[src/design/lrg_pkg.sv]
// Package: shared widths, codes, reset values and controller/datapath types.
`timescale 1ns / 1ps

package lrg_pkg;

   localparam int WORD_W     = 31;
   localparam int PROD_W     = 2 * WORD_W;
   localparam int ACTION_W   = 2;
   localparam int CSR_ADDR_W = 2;
   localparam int RED_STEPS  = PROD_W;
   localparam int CNT_W      = $clog2(RED_STEPS);

   localparam logic [CSR_ADDR_W-1:0] CSR_MULTIPLIER = CSR_ADDR_W'(0);
   localparam logic [CSR_ADDR_W-1:0] CSR_MODULUS    = CSR_ADDR_W'(1);
   localparam logic [CSR_ADDR_W-1:0] CSR_SEED       = CSR_ADDR_W'(2);

   localparam logic [WORD_W-1:0] MULTIPLIER_RST = WORD_W'(444555666);
   localparam logic [WORD_W-1:0] MODULUS_RST    = WORD_W'(2147483647);
   localparam logic [WORD_W-1:0] SEED_RST       = WORD_W'(1234567);

   typedef enum logic [ACTION_W-1:0] {
      ACT_RAW      = 2'd0,
      ACT_FRACTION = 2'd1,
      ACT_BOUNDED  = 2'd2,
      ACT_REWIND   = 2'd3
   } action_type;

   typedef enum logic [1:0] {
      MUL_STEP,
      MUL_HI,
      MUL_LO
   } mul_op_type;

   typedef enum logic [2:0] {
      ST_IDLE,
      ST_MUL,
      ST_RED,
      ST_COMMIT,
      ST_SC_HI,
      ST_SC_LO,
      ST_FINISH
   } state_type;

   typedef struct packed {
      logic       take_req;
      logic       load_seed;
      logic       mul_load;
      mul_op_type mul_op;
      logic       red_init;
      logic       red_step;
      logic       commit;
      logic       out_load;
      action_type out_action;
   } cmd_type;

endpackage

[src/design/lrg_req_if.sv]
// Interface: request channel carrying action and bound.
`timescale 1ns / 1ps

interface lrg_req_if;
   logic                         valid;
   logic                         ready;
   logic [lrg_pkg::ACTION_W-1:0] action;
   logic [lrg_pkg::WORD_W-1:0]   bound;

   modport source (output valid, output action, output bound, input ready);
   modport sink   (input valid, input action, input bound, output ready);
endinterface

[src/design/lrg_rsp_if.sv]
// Interface: response channel carrying raw value, fraction and bounded value.
`timescale 1ns / 1ps

interface lrg_rsp_if;
   logic                       valid;
   logic                       ready;
   logic [lrg_pkg::WORD_W-1:0] raw_value;
   logic [lrg_pkg::PROD_W-1:0] fraction;
   logic [lrg_pkg::WORD_W-1:0] bounded_value;

   modport source (output valid, output raw_value, output fraction, output bounded_value,
                   input ready);
   modport sink   (input valid, input raw_value, input fraction, input bounded_value,
                   output ready);
endinterface

[src/design/lrg_datapath.sv]
// Datapath: config registers, generator state, shared multiplier, modulo reducer, outputs.
`timescale 1ns / 1ps

module lrg_datapath (
   input  logic                           clock,
   input  logic                           reset,
   input  lrg_pkg::cmd_type               cmd,
   input  logic [lrg_pkg::WORD_W-1:0]     req_bound,
   input  logic                           csr_we,
   input  logic [lrg_pkg::CSR_ADDR_W-1:0] csr_addr,
   input  logic [lrg_pkg::WORD_W-1:0]     csr_data,
   output logic [lrg_pkg::WORD_W-1:0]     raw_value,
   output logic [lrg_pkg::PROD_W-1:0]     fraction,
   output logic [lrg_pkg::WORD_W-1:0]     bounded_value
);

   localparam int W = lrg_pkg::WORD_W;
   localparam int P = lrg_pkg::PROD_W;

   logic [W-1:0] mult_ff, mult_in;
   logic [W-1:0] modulus_ff, modulus_in;
   logic [W-1:0] seed_ff, seed_in;
   logic [W-1:0] cv_ff, cv_in;

   logic [W-1:0] bound_ff, bound_in;
   logic [P-1:0] prod_ff, prod_in;
   logic [P-1:0] hiprod_ff, hiprod_in;
   logic [W-1:0] rem_ff, rem_in;
   logic [W-1:0] draw_hi_ff, draw_hi_in;
   logic [W-1:0] draw_lo_ff, draw_lo_in;
   logic [W-1:0] raw_ff, raw_in;
   logic [P-1:0] frac_ff, frac_in;
   logic [W-1:0] bnd_ff, bnd_in;

   logic [W-1:0] mul_a, mul_b;
   logic [P-1:0] product;
   logic [W:0]   red_trial, red_mod, red_diff;
   logic [W-1:0] draw;
   logic [P:0]   mid;
   logic [W-1:0] bsum;

   always_comb begin
      unique case (cmd.mul_op)
         lrg_pkg::MUL_STEP: begin
            mul_a = cv_ff;
            mul_b = mult_ff;
         end
         lrg_pkg::MUL_HI: begin
            mul_a = draw_hi_ff;
            mul_b = bound_ff;
         end
         lrg_pkg::MUL_LO: begin
            mul_a = draw_lo_ff;
            mul_b = bound_ff;
         end
         default: begin
            mul_a = cv_ff;
            mul_b = mult_ff;
         end
      endcase
   end

   assign product   = P'(mul_a) * P'(mul_b);
   assign red_trial = {rem_ff, prod_ff[P-1]};
   assign red_mod   = {1'b0, modulus_ff};
   assign red_diff  = red_trial - red_mod;
   assign draw      = (rem_ff == {W{1'b1}}) ? '0 : rem_ff;
   assign mid       = {1'b0, hiprod_ff[W-1:0], {W{1'b0}}} + {1'b0, prod_ff};
   assign bsum      = hiprod_ff[P-1:W] + W'(mid[P]);

   always_comb begin
      mult_in    = mult_ff;
      modulus_in = modulus_ff;
      seed_in    = seed_ff;
      cv_in      = cv_ff;
      if (csr_we) begin
         unique case (csr_addr)
            lrg_pkg::CSR_MULTIPLIER: mult_in    = csr_data;
            lrg_pkg::CSR_MODULUS:    modulus_in = csr_data;
            lrg_pkg::CSR_SEED:       seed_in    = csr_data;
            default: ;
         endcase
      end
      if (cmd.load_seed) begin
         cv_in = seed_ff;
      end else if (cmd.commit) begin
         cv_in = rem_ff;
      end
   end

   always_comb begin
      bound_in   = cmd.take_req ? req_bound : bound_ff;
      prod_in    = prod_ff;
      hiprod_in  = hiprod_ff;
      rem_in     = rem_ff;
      draw_hi_in = draw_hi_ff;
      draw_lo_in = draw_lo_ff;
      raw_in     = raw_ff;
      frac_in    = frac_ff;
      bnd_in     = bnd_ff;
      if (cmd.mul_load) begin
         prod_in = product;
         if (cmd.mul_op == lrg_pkg::MUL_LO) begin
            hiprod_in = prod_ff;
         end
      end else if (cmd.red_step) begin
         prod_in = {prod_ff[P-2:0], 1'b0};
      end
      if (cmd.red_init) begin
         rem_in = '0;
      end else if (cmd.red_step) begin
         rem_in = (red_trial >= red_mod) ? red_diff[W-1:0] : red_trial[W-1:0];
      end
      if (cmd.commit) begin
         draw_hi_in = draw;
         draw_lo_in = draw_hi_ff;
      end
      if (cmd.out_load) begin
         raw_in  = draw_hi_ff;
         frac_in = (cmd.out_action == lrg_pkg::ACT_RAW) ? '0 : {draw_hi_ff, draw_lo_ff};
         bnd_in  = (cmd.out_action == lrg_pkg::ACT_BOUNDED) ? bsum : '0;
      end
   end

   always_ff @(posedge clock) begin
      if (reset) begin
         mult_ff    <= lrg_pkg::MULTIPLIER_RST;
         modulus_ff <= lrg_pkg::MODULUS_RST;
         seed_ff    <= lrg_pkg::SEED_RST;
         cv_ff      <= lrg_pkg::SEED_RST;
      end else begin
         mult_ff    <= mult_in;
         modulus_ff <= modulus_in;
         seed_ff    <= seed_in;
         cv_ff      <= cv_in;
      end
   end

   always_ff @(posedge clock) begin
      bound_ff   <= bound_in;
      prod_ff    <= prod_in;
      hiprod_ff  <= hiprod_in;
      rem_ff     <= rem_in;
      draw_hi_ff <= draw_hi_in;
      draw_lo_ff <= draw_lo_in;
      raw_ff     <= raw_in;
      frac_ff    <= frac_in;
      bnd_ff     <= bnd_in;
   end

   assign raw_value     = raw_ff;
   assign fraction      = frac_ff;
   assign bounded_value = bnd_ff;

endmodule

[src/design/lrg_controller.sv]
// Controller: sequences steps, reduction, scaling and the response register.
`timescale 1ns / 1ps

module lrg_controller (
   input  logic                         clock,
   input  logic                         reset,
   input  logic                         req_valid,
   input  logic [lrg_pkg::ACTION_W-1:0] req_action,
   output logic                         req_ready,
   output logic                         rsp_valid,
   input  logic                         rsp_ready,
   output lrg_pkg::cmd_type             cmd
);

   lrg_pkg::state_type  state_ff, state_in;
   lrg_pkg::action_type action_ff, action_in;
   logic [lrg_pkg::CNT_W-1:0] cnt_ff, cnt_in;
   logic second_ff, second_in;
   logic rsp_valid_ff, rsp_valid_in;
   lrg_pkg::action_type req_act;

   assign req_act = lrg_pkg::action_type'(req_action);

   always_ff @(posedge clock) begin
      if (reset) begin
         state_ff     <= lrg_pkg::ST_IDLE;
         action_ff    <= lrg_pkg::ACT_RAW;
         cnt_ff       <= '0;
         second_ff    <= 1'b0;
         rsp_valid_ff <= 1'b0;
      end else begin
         state_ff     <= state_in;
         action_ff    <= action_in;
         cnt_ff       <= cnt_in;
         second_ff    <= second_in;
         rsp_valid_ff <= rsp_valid_in;
      end
   end

   always_comb begin
      state_in       = state_ff;
      action_in      = action_ff;
      cnt_in         = cnt_ff;
      second_in      = second_ff;
      req_ready      = 1'b0;
      cmd            = '0;
      cmd.mul_op     = lrg_pkg::MUL_STEP;
      cmd.out_action = action_ff;
      unique case (state_ff)
         lrg_pkg::ST_IDLE: begin
            req_ready = 1'b1;
            if (req_valid) begin
               if (req_act == lrg_pkg::ACT_REWIND) begin
                  cmd.load_seed = 1'b1;
               end else begin
                  cmd.take_req = 1'b1;
                  action_in    = req_act;
                  second_in    = 1'b0;
                  state_in     = lrg_pkg::ST_MUL;
               end
            end
         end
         lrg_pkg::ST_MUL: begin
            cmd.mul_load = 1'b1;
            cmd.red_init = 1'b1;
            cnt_in       = '0;
            state_in     = lrg_pkg::ST_RED;
         end
         lrg_pkg::ST_RED: begin
            cmd.red_step = 1'b1;
            cnt_in       = cnt_ff + 1'b1;
            if (cnt_ff == lrg_pkg::CNT_W'(lrg_pkg::RED_STEPS - 1)) begin
               state_in = lrg_pkg::ST_COMMIT;
            end
         end
         lrg_pkg::ST_COMMIT: begin
            cmd.commit = 1'b1;
            if (action_ff != lrg_pkg::ACT_RAW && !second_ff) begin
               second_in = 1'b1;
               state_in  = lrg_pkg::ST_MUL;
            end else if (action_ff == lrg_pkg::ACT_BOUNDED) begin
               state_in = lrg_pkg::ST_SC_HI;
            end else begin
               state_in = lrg_pkg::ST_FINISH;
            end
         end
         lrg_pkg::ST_SC_HI: begin
            cmd.mul_load = 1'b1;
            cmd.mul_op   = lrg_pkg::MUL_HI;
            state_in     = lrg_pkg::ST_SC_LO;
         end
         lrg_pkg::ST_SC_LO: begin
            cmd.mul_load = 1'b1;
            cmd.mul_op   = lrg_pkg::MUL_LO;
            state_in     = lrg_pkg::ST_FINISH;
         end
         lrg_pkg::ST_FINISH: begin
            if (!rsp_valid_ff || rsp_ready) begin
               cmd.out_load = 1'b1;
               state_in     = lrg_pkg::ST_IDLE;
            end
         end
         default: begin
            state_in = lrg_pkg::ST_IDLE;
         end
      endcase
   end

   assign rsp_valid_in = cmd.out_load || (rsp_valid_ff && !rsp_ready);
   assign rsp_valid    = rsp_valid_ff;

endmodule

[src/design/lehmer_random_generator.sv]
// Top level: Lehmer generator with raw, fraction, bounded and rewind requests.
//
// Requests arrive on req_ch (action, bound); results leave on rsp_ch (raw_value,
// fraction, bounded_value). The user must write registers multiplier, modulus
// and seed through csr_we/csr_addr/csr_data only while the block is idle; the
// block itself does not enforce it. Each step multiplies the state by the
// multiplier and reduces the 62-bit product by a restoring shift-subtract unit
// at one bit per cycle. Raw takes one step, fraction two, and bounded two steps
// plus two extra multiplies for the scaling. A rewind gives no result. One
// request is in work at a time; a new request is taken once the previous one
// has reached the result register. When the receiver stalls, the finished
// result holds on rsp_ch, the next request is still taken and computed, and it
// waits before loading until the first leaves. Synchronous reset restores the
// register reset values, sets the state to the seed and empties the result
// register.
`timescale 1ns / 1ps

module lehmer_random_generator (
   input  logic                           clock,
   input  logic                           reset,
   lrg_req_if.sink                        req_ch,
   lrg_rsp_if.source                      rsp_ch,
   input  logic                           csr_we,
   input  logic [lrg_pkg::CSR_ADDR_W-1:0] csr_addr,
   input  logic [lrg_pkg::WORD_W-1:0]     csr_data
);

   lrg_pkg::cmd_type cmd;
   logic             req_ready;
   logic             rsp_valid;

   lrg_controller u_ctrl (
      .clock      (clock),
      .reset      (reset),
      .req_valid  (req_ch.valid),
      .req_action (req_ch.action),
      .req_ready  (req_ready),
      .rsp_valid  (rsp_valid),
      .rsp_ready  (rsp_ch.ready),
      .cmd        (cmd)
   );

   lrg_datapath u_dp (
      .clock         (clock),
      .reset         (reset),
      .cmd           (cmd),
      .req_bound     (req_ch.bound),
      .csr_we        (csr_we),
      .csr_addr      (csr_addr),
      .csr_data      (csr_data),
      .raw_value     (rsp_ch.raw_value),
      .fraction      (rsp_ch.fraction),
      .bounded_value (rsp_ch.bounded_value)
   );

   assign req_ch.ready = req_ready;
   assign rsp_ch.valid = rsp_valid;

endmodule

[src/flat_wrapper.sv]
// flat-port wrapper written by rule: the top's interface ports become plain ports
module lehmer_random_generator_flat 
  (clock, reset, csr_we, csr_addr, csr_data, req_ch_valid, req_ch_action, req_ch_bound, req_ch_ready, rsp_ch_valid, rsp_ch_raw_value, rsp_ch_fraction, rsp_ch_bounded_value, rsp_ch_ready);
  lrg_req_if req_ch_i ();
  lrg_rsp_if rsp_ch_i ();
  input  logic clock;
  input  logic reset;
  input  logic csr_we;
  input  logic [lrg_pkg::CSR_ADDR_W-1:0] csr_addr;
  input  logic [lrg_pkg::WORD_W-1:0] csr_data;
  input wire logic [$bits(req_ch_i.valid)-1:0] req_ch_valid;
  input wire logic [$bits(req_ch_i.action)-1:0] req_ch_action;
  input wire logic [$bits(req_ch_i.bound)-1:0] req_ch_bound;
  output wire logic [$bits(req_ch_i.ready)-1:0] req_ch_ready;
  output wire logic [$bits(rsp_ch_i.valid)-1:0] rsp_ch_valid;
  output wire logic [$bits(rsp_ch_i.raw_value)-1:0] rsp_ch_raw_value;
  output wire logic [$bits(rsp_ch_i.fraction)-1:0] rsp_ch_fraction;
  output wire logic [$bits(rsp_ch_i.bounded_value)-1:0] rsp_ch_bounded_value;
  input wire logic [$bits(rsp_ch_i.ready)-1:0] rsp_ch_ready;
  assign req_ch_i.valid = req_ch_valid;
  assign req_ch_i.action = req_ch_action;
  assign req_ch_i.bound = req_ch_bound;
  assign req_ch_ready = req_ch_i.ready;
  assign rsp_ch_valid = rsp_ch_i.valid;
  assign rsp_ch_raw_value = rsp_ch_i.raw_value;
  assign rsp_ch_fraction = rsp_ch_i.fraction;
  assign rsp_ch_bounded_value = rsp_ch_i.bounded_value;
  assign rsp_ch_i.ready = rsp_ch_ready;
  lehmer_random_generator u_core (.clock(clock), .reset(reset), .req_ch(req_ch_i), .rsp_ch(rsp_ch_i), .csr_we(csr_we), .csr_addr(csr_addr), .csr_data(csr_data));
endmodule
[config.mk]
export PLATFORM = sky130hd
export DESIGN_NAME = lehmer_random_generator_flat
export DESIGN_NICKNAME = d
export VERILOG_FILES = /design/src/design/lrg_pkg.sv /design/src/design/lrg_req_if.sv /design/src/design/lrg_rsp_if.sv /design/src/design/lrg_datapath.sv /design/src/design/lrg_controller.sv /design/src/design/lehmer_random_generator.sv /design/src/flat_wrapper.sv
export SDC_FILE = /design/constraint.sdc
export NUM_CORES = 2
export LEC_CHECK = 0
export ABC_AREA = 1
export BUFFER_PORTS_ARGS = -buffer_cell sky130_fd_sc_hd__buf_2
export CAP_MARGIN = 15
export CORE_ASPECT_RATIO = 2
export CORE_MARGIN = 2
export CORE_UTILIZATION = 45
export CTS_CLUSTER_SIZE = 12
export DETAILED_ROUTE_END_ITERATION = 10
export PLACE_DENSITY = 0.61
export SLEW_MARGIN = 20
export SYNTH_ARGS = -nofsm -noshare
export SYNTH_HDL_FRONTEND = slang
export SYNTH_SLANG_ARGS = --single-unit
[constraint.sdc]
create_clock -name clock -period 11.1 [get_ports clock]
set_input_delay 1.665 -clock clock [delete_from_list [all_inputs] [get_ports clock]]
set_output_delay 1.665 -clock clock [all_outputs]
set_load 0.05 [all_outputs]
Word-level counts from Yosys, hierarchy flattened
Index checks and enable logic that the tools add are counted.
{"block": "op_classes", "n_addsub": 4, "multipliers": 1, "order_cmp": 1, "eq_ne": 19, "n_mux": 31, "bitwise_logic": 1, "reduce_logical": 24}
{"operator": "$mux W31", "count": 4}
{"operator": "$mux W62", "count": 2}
{"operator": "$add A62 B62 Y63", "count": 1}
{"operator": "$mul A31 B31 Y62", "count": 1}
{"operator": "$pmux W31 S2", "count": 1}
{"operator": "$ge A32 B31 Y1", "count": 1}
{"operator": "$add A31 B1 Y31", "count": 1}
{"operator": "$eq A31 B31 Y1 const B", "count": 1}
{"operator": "$sub A31 B31 Y31", "count": 1}
{"operator": "$pmux W3 S7", "count": 1}
{"operator": "$mux W3", "count": 5}
{"operator": "$mux W1", "count": 12}
{"operator": "$pmux W6 S2", "count": 1}
{"operator": "$ne A2 B2 Y1 const B", "count": 5}
{"operator": "$reduce_bool A2 Y1", "count": 5}
{"operator": "$eq A3 B3 Y1 const B", "count": 3}
{"operator": "$eq A2 B2 Y1 const B", "count": 4}
{"operator": "$reduce_and A2 Y1", "count": 4}
{"operator": "$reduce_and A4 Y1", "count": 2}
{"operator": "$add A6 B1 Y6 const B", "count": 1}
{"operator": "$eq A3 B2 Y1 const B", "count": 2}
{"operator": "$eq A6 B6 Y1 const B", "count": 1}
{"operator": "$mux W2", "count": 3}
{"operator": "$eq A2 B1 Y1 const B", "count": 2}
{"operator": "12 further kinds", "count": 17}
{"block": "totals", "reg_bits": 509, "out_inout_bits": 126}

Depth between registers and ports, before layout
{"block": "depth", "depth_word": 7, "ltp_mapped": 41}

Hierarchy
A second synthesis with hierarchy kept.
{"block": "unflattened", "cells_unflattened": 6504, "hier_area_um2": 54925.2}
{"mod": "lrg_datapath", "instances": 1, "cells_per_inst": 6388, "area_per_inst_um2": 54160.7, "seq_area_each_um2": 13342.8}
{"mod": "lrg_controller", "instances": 1, "cells_per_inst": 116, "area_per_inst_um2": 764.5, "seq_area_each_um2": 260.2}

Worst setup path after synthesis
No wires, ideal clock.
{"block": "synth_path", "path_kind": "input port to flip-flop", "from": "input port rsp_ch_ready", "to": "register u_core.u_dp.bnd_ff[0], in the netlist u_core.u_dp.bounded_value[0] (enable)", "setup_time_ns": 0.649, "t_arrival_ns": 7.674, "required_ns": 10.451, "slack_ns": 2.777, "cell_stages": 2, "path_buffers": 0, "cell_sequence": "inv_1 a21oi_1"}
{"element": "start, declared", "line_no": "flat_wrapper.sv:19", "rtl": "input wire logic [$bits(rsp_ch_i.ready)-1:0] rsp_ch_ready;"}
{"element": "end signal, assigned", "line_no": "lrg_datapath.sv:148", "rtl": "bnd_ff <= bnd_in;"}
{"element": "end, declared", "line_no": "lrg_datapath.sv:33", "rtl": "logic [W-1:0] bnd_ff, bnd_in;"}

Worst setup path in the final report
{"block": "layout_path", "from": "register u_core.u_ctrl.state_ff[2]", "to": "register u_core.u_dp.prod_ff[44] (data pin)"}
{"block": "layout_via", "elab_chain_cells": 7, "elab_cells_between_ends": 13, "cone_classes": "1 x mul; 5 x eq/ne; 5 x mux; 2 x reduce/logical"}
{"element": "start, declared", "line_no": "lrg_controller.sv:15", "rtl": "lrg_pkg::state_type state_ff, state_in;"}
{"element": "start signal, assigned", "line_no": "lrg_controller.sv:26", "rtl": "state_ff <= lrg_pkg::ST_IDLE;"}
{"element": "start signal, assigned", "line_no": "lrg_controller.sv:32", "rtl": "state_ff <= state_in;"}
{"element": "$eq A3 B3 Y1", "line_no": "lrg_controller.sv:49", "rtl": "unique case (state_ff)"}
{"element": "$pmux W2 S2", "line_no": "lrg_controller.sv:49"}
{"element": "$eq A2 B2 Y1 / $eq A2 B1 Y1 (equally long branches)", "line_no": "lrg_datapath.sv:43", "rtl": "unique case (cmd.mul_op)"}
{"element": "$reduce_or A2 Y1 (no source line)"}
{"element": "$mux W31", "line_no": "lrg_datapath.sv:43"}
{"element": "$mul A31 B31 Y62", "line_no": "lrg_datapath.sv:63", "rtl": "assign product = P'(mul_a) * P'(mul_b);"}
{"element": "$mux W62 *", "line_no": "lrg_datapath.sv:101", "rtl": "if (cmd.mul_load) begin"}
{"element": "via u_core.u_dp.prod_in[44]", "line_no": "lrg_datapath.sv:26", "rtl": "logic [P-1:0] prod_ff, prod_in;"}
{"element": "end signal, assigned", "line_no": "lrg_datapath.sv:141", "rtl": "prod_ff <= prod_in;"}
{"element": "end, declared", "line_no": "lrg_datapath.sv:26"}
The timed path passes the listed nets; every way through them passes the cells marked *.
A chain may end at the register's enable or synchronous reset.

==> flow_summary.toml <==
[run_status]
status = "completed"

[critical_path]
crit_arrival_ns = 10.52
ff2ff_path_depth = 31
cp_common_cell = "fa_1"
cp_max_fo = 53
cpPeakStageDelay_ns = 0.72
crit_path_end_kind = "register"
crit_required_ns = 11.44
crit_slowest_cell = "ha_4"
critical_path_class = "reg -> reg"
worst_setup_path_start_kind = "register"

[layout]
drive_gt1_share_pct = 8.54
nNetsFinal = 7763
syn_to_final_growth_pct = 8.61

[placed_design]
place_hpwl_um = 171000
port_buffers = 196
gp_congestion = 1.04

[clocking]
cts_buffers = 49
cts_tree = "yes"
clockBufferDepth = 3
cts-hold-fix-buffers = 0
cts_root_buffer = "clkbuf_16"
h-tree-depth = 2
clkTransAtPathRegs_ns = 0.07
clk_latency_ns = 0.63
clock-sinks = 509
cts_setup_buffers = 0
cts_resized = 0

[sta]
final_hold_viol_count = 0
slew_headroom_pct = 22.6
tns_ns = 0
period_minus_slack_ns = 10.18
maxSlewViolCount = 0
min_period_over_period_pct = 91.7
tightestPinTransition_ns = 1.16
setup_violations = 0
timing.fmax_mhz = 98.2
rsz0062_at_grt = "no"
fin_worst_skew_ns = 0.0464

[logic_synthesis]
synthFlopType = "edfxtp_1"
yosysMostFrequentCell = "nand2_1"
synth_commonest_cells = "nand2_1 (1465), inv_1 (1280), fa_1 (838)"
yosysWarnings = 0
synth_top_area_share_pct = 30.9
yosysTopAreaCell = "fa_1"
yosysSeqAreaShare_pct = 25.0
avgSynthCellArea_um2 = 8.52
ys_types = 57
synth_edf_count = 341
synth-seq-cells = 509
async_flop_share_pct = 0
synth.net_count = 7609
netlist_area_um2 = 54300
synthCells = 6377
synth_area_leaders = "fa_1 (31%), edfxtp_1 (19%), nand2_1 (10%), inv_1 (8.8%), ha_1 (7.4%)"

[routing]
vias_per_cell = 5.52
drtPass1Iterations = 6
drt-total-wl_um = 211000
route.detailed.drc = 0
vias = 44900
first_iter_violations = 3477
ant_nets = 0
avgRoutedWirePerCell_um = 25.9

[floorplan]
num_rows = 180
die_width_um = 250
die_y_um = 495
top_level_ports = 197
dieArea_um2 = 124000
start_util_pct = 45.3
core_area_um2 = 120000

[grt]
grt_antenna_before_repair = 23
grt-ovfl-total = 0
grt_pass1_vias = 48200
grt_pass1_wl_um = 310000
grt_usage_pct = 34.7
grt_start_max_net_pins = 76

[hold_path]
worstHoldPathType = "reg -> reg"
whs_path_depth = 0

[job]
cap_violations = 0
path summary, 6_finish.rpt:
kind / endpoint / from / slack (ns)
worst min-delay path: u_core.u_dp.hiprod_ff[29] / u_core.u_dp.prod_ff[29] / 0.43
worst max register to register: u_core.u_dp.prod_ff[44] / u_core.u_ctrl.state_ff[2] / 0.92
worst min register to register: u_core.u_dp.hiprod_ff[29] / u_core.u_dp.prod_ff[29] / 0.43
worst max-delay path: u_core.u_dp.prod_ff[44] / u_core.u_ctrl.state_ff[2] / 0.92
cells in the final DEF, fill, tap and decap left out, types with 165 or more instances in the layout:
cell / count
inv_1: 1278
dfxtp_1: 168
buf_2: 196
edfxtp_1: 341
fa_1: 838
ha_1: 322
nor2_1: 805
nand3_1: 165
nand2_1: 1463
a21oi_1: 196
registers in the layout (all words and copies together), names as in the netlist, 3 cells and up:
register	cells
u_core.u_dp.hiprod_ff	62
u_core.u_ctrl.cnt_ff	6
u_core.u_dp.bounded_value	31
u_core.u_dp.seed_ff	31
u_core.u_dp.rem_ff	31
u_core.u_dp.fraction	62
u_core.u_dp.modulus_ff	31
u_core.u_ctrl.state_ff	3
u_core.u_dp.mult_ff	31
u_core.u_dp.draw_hi_ff	31
u_core.u_dp.raw_value	31
u_core.u_dp.cv_ff	31
u_core.u_dp.prod_ff	62
u_core.u_dp.bound_ff	31
u_core.u_dp.draw_lo_ff	31
per-stage QoR:
stage	hold slack [ns]	area, um2	std cells	worst slack (ns)	util, %
final	0.434	59000	8138	0.921	49.2
after global routing	0.455	59000	8125	0.523	49.1
after CTS	0.439	59000	8119	0.990	49.1
after detailed placement	0.436	57500	8027	1.08	47.9
after global placement	0.433	57500	8027	1.03	47.9
after floorplan	0.424	54300	6377	2.78	-
per-layer routing:
layer | part of all wire [%] | global-route usage, % | wire [um]
met4 | 11 | 30.1 | 22400
met2 | 52 | 64.2 | 110000
met1 | 31 | 33.6 | 65300
met5 | 0.038 | 0 | 80
met3 | 6.0 | 4.99 | 12600
layout make-up:
| cell class | instances | area, um2 |
|---|---|---|
| repair buffers | 352 | 2250 |
| flip-flops and latches | 509 | 13600 |
| diodes | 19 | 47.5 |
| clock inverters | 4 | 53.8 |
| fillers | 11600 | 61000 |
| multi-input cells | 4311 | 34800 |
| inverters | 1308 | 4910 |
| clock buffers | 88 | 1400 |
| well taps | 1547 | 1940 |
kinds of logic (layout without fill, tap and decap cells):
family,Yosys count,count (layout),share of synthesized area [%]
other cells,0,19,0
simple gates,2604,2604,19.3
fa+ha+maj,1161,1161,38.3
buf+inv,1557,1752,11.1
xor+xnor,38,38,0.613
flops,509,509,25.0
compound gates,508,508,5.58
worst max-delay path: cells and delay by family, from the launching register on:
family	cells	cell delay (ns)
AOI/OAI and AO/OA	2	0.75
adders and majority gates	10	5.23
DFF	1	0.52
buffers and inverters	9	1.95
and+or+nand+nor	10	1.37
Power is not shown: default switching activity piles up to over one toggle a cycle in this logic, so the estimate is an artifact.
